===== src/rtl/core/toq_pkg.sv =====
// types and constants of the time ordered event queue
package toq_pkg;

  localparam int CAPACITY = 64;
  localparam int CNT_W    = $clog2(CAPACITY + 1);
  localparam int HC_W     = 7;

  localparam logic [1:0] ST_DONE  = 2'd0;
  localparam logic [1:0] ST_FULL  = 2'd1;
  localparam logic [1:0] ST_EMPTY = 2'd2;

  localparam logic CMD_INSERT = 1'b0;
  localparam logic CMD_REMOVE = 1'b1;

  typedef struct packed {
    logic               cmd;
    logic        [30:0] event_time;
    logic        [7:0]  event_kind;
    logic signed [31:0] first_datum;
    logic signed [31:0] second_datum;
  } in_item_t;

  typedef struct packed {
    logic        [1:0]  status;
    logic        [30:0] out_time;
    logic        [7:0]  out_kind;
    logic signed [31:0] out_first;
    logic signed [31:0] out_second;
    logic               is_empty;
    logic        [6:0]  held_count;
  } out_item_t;

  typedef struct packed {
    logic        [30:0] ev_time;
    logic        [7:0]  ev_kind;
    logic signed [31:0] ev_first;
    logic signed [31:0] ev_second;
  } event_t;

  // broadcast to every cell
  typedef struct packed {
    logic            ins;
    logic            rem;
    logic [CNT_W-1:0] count;
    event_t          ev;
  } cell_ctl_t;

endpackage


===== src/rtl/core/toq_cell.sv =====
// one slot of the sorted shift-register queue
module toq_cell (
  input  logic               clk,
  input  logic [toq_pkg::CNT_W-1:0] idx,
  input  toq_pkg::cell_ctl_t ctl,
  input  logic               left_le,
  input  toq_pkg::event_t    left_q,
  input  toq_pkg::event_t    right_q,
  output logic               le,
  output toq_pkg::event_t    q
);
  import toq_pkg::*;

  logic occupied;

  assign occupied = idx < ctl.count;
  // this slot stays put on insert: it holds an event not later than the new one
  assign le = occupied && (q.ev_time <= ctl.ev.ev_time);

  always_ff @(posedge clk) begin
    if (ctl.ins) begin
      if (!le) begin
        if (left_le) begin
          q <= ctl.ev;
        end else begin
          q <= left_q;
        end
      end
    end else if (ctl.rem) begin
      q <= right_q;
    end
  end

endmodule


===== config.mk =====
export PLATFORM = sky130hd
export DESIGN_NAME = toq_cell
export DESIGN_NICKNAME = d
export VERILOG_FILES = /design/src/rtl/core/toq_pkg.sv /design/src/rtl/core/toq_cell.sv
export SDC_FILE = /design/constraint.sdc
export NUM_CORES = 1
export LEC_CHECK = 0
export BUFFER_PORTS_ARGS = -buffer_cell sky130_fd_sc_hd__buf_2
export CAP_MARGIN = 10
export CORE_AREA = 2 2 166 168
export DETAILED_ROUTE_END_ITERATION = 6
export DIE_AREA = 0 0 168 170
export SLEW_MARGIN = 20
export SYNTH_ARGS = -nofsm -noshare
export SYNTH_HDL_FRONTEND = slang
export SYNTH_SLANG_ARGS = --single-unit

===== constraint.sdc =====
create_clock -name clk -period 13.1 [get_ports clk]
set_clock_uncertainty 0.15 [all_clocks]
set_input_delay 2.62 -clock clk [delete_from_list [all_inputs] [get_ports clk]]
set_output_delay 2.62 -clock clk [all_outputs]
set_load 0.02 [all_outputs]

* After elaboration in Yosys (flattened, before gate mapping) *
Cells that the tools add are included.
Widths: inputs -> output; s select.

cells by class
  multiplexer cells = 4
  $lt $le $gt $ge = 2
  equality and inequality tests = 1
  reduce and logical (&&, ||, !) cells = 3

operators by type and width
  operator            number
  $mux 103            4
  $le 31x31->1        1
  $lt 7x7->1          1
  $ne 2x2->1 const B  1
  $reduce_and 2->1    1
  $reduce_bool 2->1   1
  $logic_and 1x1->1   1

word-level totals
  logic and storage cells = 14
  output and inout bits = 104
  input bits = 327
  register bits after elaboration = 103

* Depth between registers and ports, before layout *
  word-level depth = 4
  gate-level depth with buffers = 7
  depth with buffers taken out = 7

* Least setup slack after synthesis *
OpenSTA, ideal clock, no wires.

  path kind = input -> register
  from = in ctl[101] (netlist bit)
  to = reg q[0] (netlist bit) (enable)
  required time = 12,324 ps
  cell stages on the path = 6
  buffers on the path = 0
  arrival time = 9,153 ps
  library setup time = 626 ps
  path slack = 3,171 ps
  path through = inv_1 ha_1 nand4_2 nor4_4 o41ai_2 a31oi_1

between the ends
  longest elaborated chain between the ends = 4

ends and longest elaborated chain
  element                     RTL line        RTL
  from (decl)                 toq_cell.sv:5   input toq_pkg::cell_ctl_t ctl,
  $le 31x31->1                toq_cell.sv:18  assign le = occupied && (q.ev_time <= ctl.ev.ev_time);
  $logic_and 1x1->1           toq_cell.sv:18
  $ne 2x2->1 (no line)        --
  $reduce_and 2->1 (no line)  --
  to (signal assigned)        toq_cell.sv:24  q <= ctl.ev;
  to (signal assigned)        toq_cell.sv:26  q <= left_q;
  to (signal assigned)        toq_cell.sv:30  q <= right_q;
  to (decl)                   toq_cell.sv:10  output toq_pkg::event_t q

Every way passes these cells.
A chain may end at the register's enable or synchronous reset.

* Worst setup path in the final report *
  from = in ctl[76] (netlist bit)
  to = out le

between the ends
  longest elaborated chain between the ends = 2

ends and longest elaborated chain
  element            RTL line        RTL
  $le 31x31->1       toq_cell.sv:18
  $logic_and 1x1->1  toq_cell.sv:18
  to (decl)          toq_cell.sv:9   output logic le,

Every way passes these cells.

==> flow_summary.yaml <==
sta:
  relSlewSlack: 0.390
  tightest_slew_ns: 0.915
  finalSetupTns_ns: 0
  fmax_mhz: 141
  setup_viol_count_final: 0
  fin_crit_ns: 7.10
  rsz0062_at_grt: "no"
  finalMaxSlewViolations: 0
  hold_viol_final: 0
  worst_hold_slack_ns: 1.35
  period_share: 0.542
yosys:
  ys_ff_latch: 103
  synth_cell_types: 34
  async_flop_share: 0
  netlist_area_sq_um: 6190
  synthesis.nets: 950
  avgSynthCellArea_sq_um: 10.6
  yosysWarnings: 0
  seq_area_frac_synth: 0.500
  ys.flop_type: "edfxtp_1"
  syn_inst: 586
  synth_edf_count: 103
global_routing:
  antenna_found_initial: 0
  grt_max_degree: 88
  grt_pass1_vias: 5819
  grt_pass1_wl_mm: 32.0
  track_usage: 0.148
  overflow: 0
floorplanning:
  core_sq_um: 26700
  dieArea_sq_um: 28600
  pin_count: 431
  start_util: 0.232
  die_w_microns: 168
  fp.dieH_microns: 170
  rows: 60
hold_path:
  min_path_type: "flip-flop to flip-flop"
  min_path_cells: 6
cts:
  clock_path_buffers: 2
  clkSinkCount: 103
  clk_latency_ns: 0.35
  path_clk_slew_ns: 0.08
  cts_tree: "done"
  postCtsSetupRepairBufs: 0
  root_buffer: "clkbuf_16"
  htree_num_levels: 3
  post_cts_resized: 0
  cts_made_buffers: 9
  cts.hold.buffers_added: 0
worst_setup_path:
  worstPathRequired_ns: 10.33
  startpoint_type: "primary input"
  critical_path_class: "primary input to output pin"
  worst_ep_arrival_time_ns: 4.33
  cpMostUsedCell: "buf_2"
  critPathMaxFanout: 2
  path_cells: "buf_2 -> inv_1 -> ha_1 -> a211oi_1 -> nor2_1 -> o31a_1 -> o41ai_2 -> a31o_2 -> buf_2"
  r2r_cells: 6
  critPathCaptureType: "output pin"
  max_stage_delay_ns: 0.36
  critPathSlowestCell: "o41ai_2"
layout:
  syn2layout_area_growth_pct: 44.8
  regMostFlops: "q"
  drive_above_1_share: 0.459
  antennaDiodeCount: 0
  final_nets: 1361
  largest_reg_flops: 103
  largestRegisters: "q (103)"
  post-route-util: 0.336
  instances_no_fill: 1342
detailed_routing:
  drtPass1Iterations: 4
  vias: 5895
  wl_per_cell_microns: 16.4
  antenna_left: 0
  remaining_drc_errors: 0
  drtIter0Drc: 210
  finalWirelength_mm: 22.0
  avgViaCountPerCell: 4.39
power:
  ir_worst_vdd_v: 0.0000413
  p_total_mw: 0.959
  powerDensity_nw_per_um2: 107
  leakage_nw: 4.42
place:
  portBuffers: 430
  place_congestion: 0.815
  dp.cells: 1327
  hpwlAfterDp_mm: 17.9
outcome:
  status: "complete, no violations"
job:
  drv_cap: 0
cell families (layout without fill, tap and decap cells):
kind of cell / Yosys count / in the layout / synth area share
AND/OR/NAND/NOR: 138 / 138 / 0.0952
AO/OA/AOI/OAI: 132 / 132 / 0.116
multiplexers: 103 / 103 / 0.167
flip-flops: 103 / 103 / 0.500
buffers and inverters: 73 / 488 / 0.0473
adder cells (fa/ha/maj): 37 / 37 / 0.0748
area by class of cell:
type	count	area [sq um]
clock buffers	9	225
clock inverters	6	55.1
fillers	2815	17700
inverters	38	143
multi-input cells	410	2820
flip-flops and latches	103	3090
well taps	341	427
repair buffers	435	2200
placed cells by master, fill, tap and decap left out, types with 3 or more instances in the layout:
cell         n
buf_2      428
nand3_1      4
inv_1       38
nand2_1      8
mux2i_1    103
edfxtp_1   103
a21oi_1    115
ha_1        37
nor2_1     109
buf_4        5
nand4_1      4
clkbuf_16    9
o21ai_0      3
nor3_1       4
layer usage:
| layer | vias up | global-route usage | wire length, microns |
|---|---|---|---|
| met5 | - | 0 | 0 |
| met4 | 0 | 0.0386 | 311 |
| met3 | 18 | 0.0333 | 1410 |
| met2 | 261 | 0.271 | 11400 |
| met1 | 2671 | 0.174 | 8870 |
| li1 | 2945 | - | - |
critical path, delay by kind of cell:
family                   cells  cell delay [ns]
buffers and inverters        3             0.30
AO/OA/AOI/OAI                4             1.05
adder cells (fa/ha/maj)      1             0.29
AND/OR/NAND/NOR              1             0.08
stage by stage:
| stage | instance area [sq um] | setup WS, ns |
|---|---|---|
| 2_1_floorplan | 6190 | 3.17 |
| 3_3_place_gp | 8680 | 5.99 |
| 3_5_place_dp | 8680 | 5.94 |
| 4_1_cts | 8960 | 5.94 |
| 5_1_grt | 8960 | 5.89 |
| 6_report | 8960 | 6.00 |
Yosys cell counts, types with 2 or more instances:
master / instances / area (sq um)
a21oi_1: 115 / 576
nor2_1: 109 / 409
edfxtp_1: 103 / 3090
mux2i_1: 103 / 1030
inv_1: 38 / 143
ha_1: 37 / 463
clkbuf_1: 15 / 56.3
buf_2: 12 / 60.1
nand2_1: 8 / 30.0
buf_1: 7 / 26.3
nand3_1: 4 / 20.0
nand4_1: 4 / 25.0
nor3_1: 4 / 20.0
o21ai_0: 3 / 15.0
a211oi_1: 2 / 15.0
nand4_2: 2 / 25.0
nor2b_1: 2 / 12.5
o41ai_2: 2 / 32.5
worst paths after layout:
path / startpoint / endpoint / slack [ns]
max: ctl[76] / le / 6.00
min: q[87] / q[82] / 1.35
max reg2reg: q[101] / q[41] / 10.21
min reg2reg: q[87] / q[82] / 1.35
where the power goes:
part	switching [mW]	total (mW)	internal, mW
logic	0.161	0.267	0.105
clock network	0.135	0.266	0.132
registers	0.0126	0.426	0.414
(Power assumes the default switching activity.)
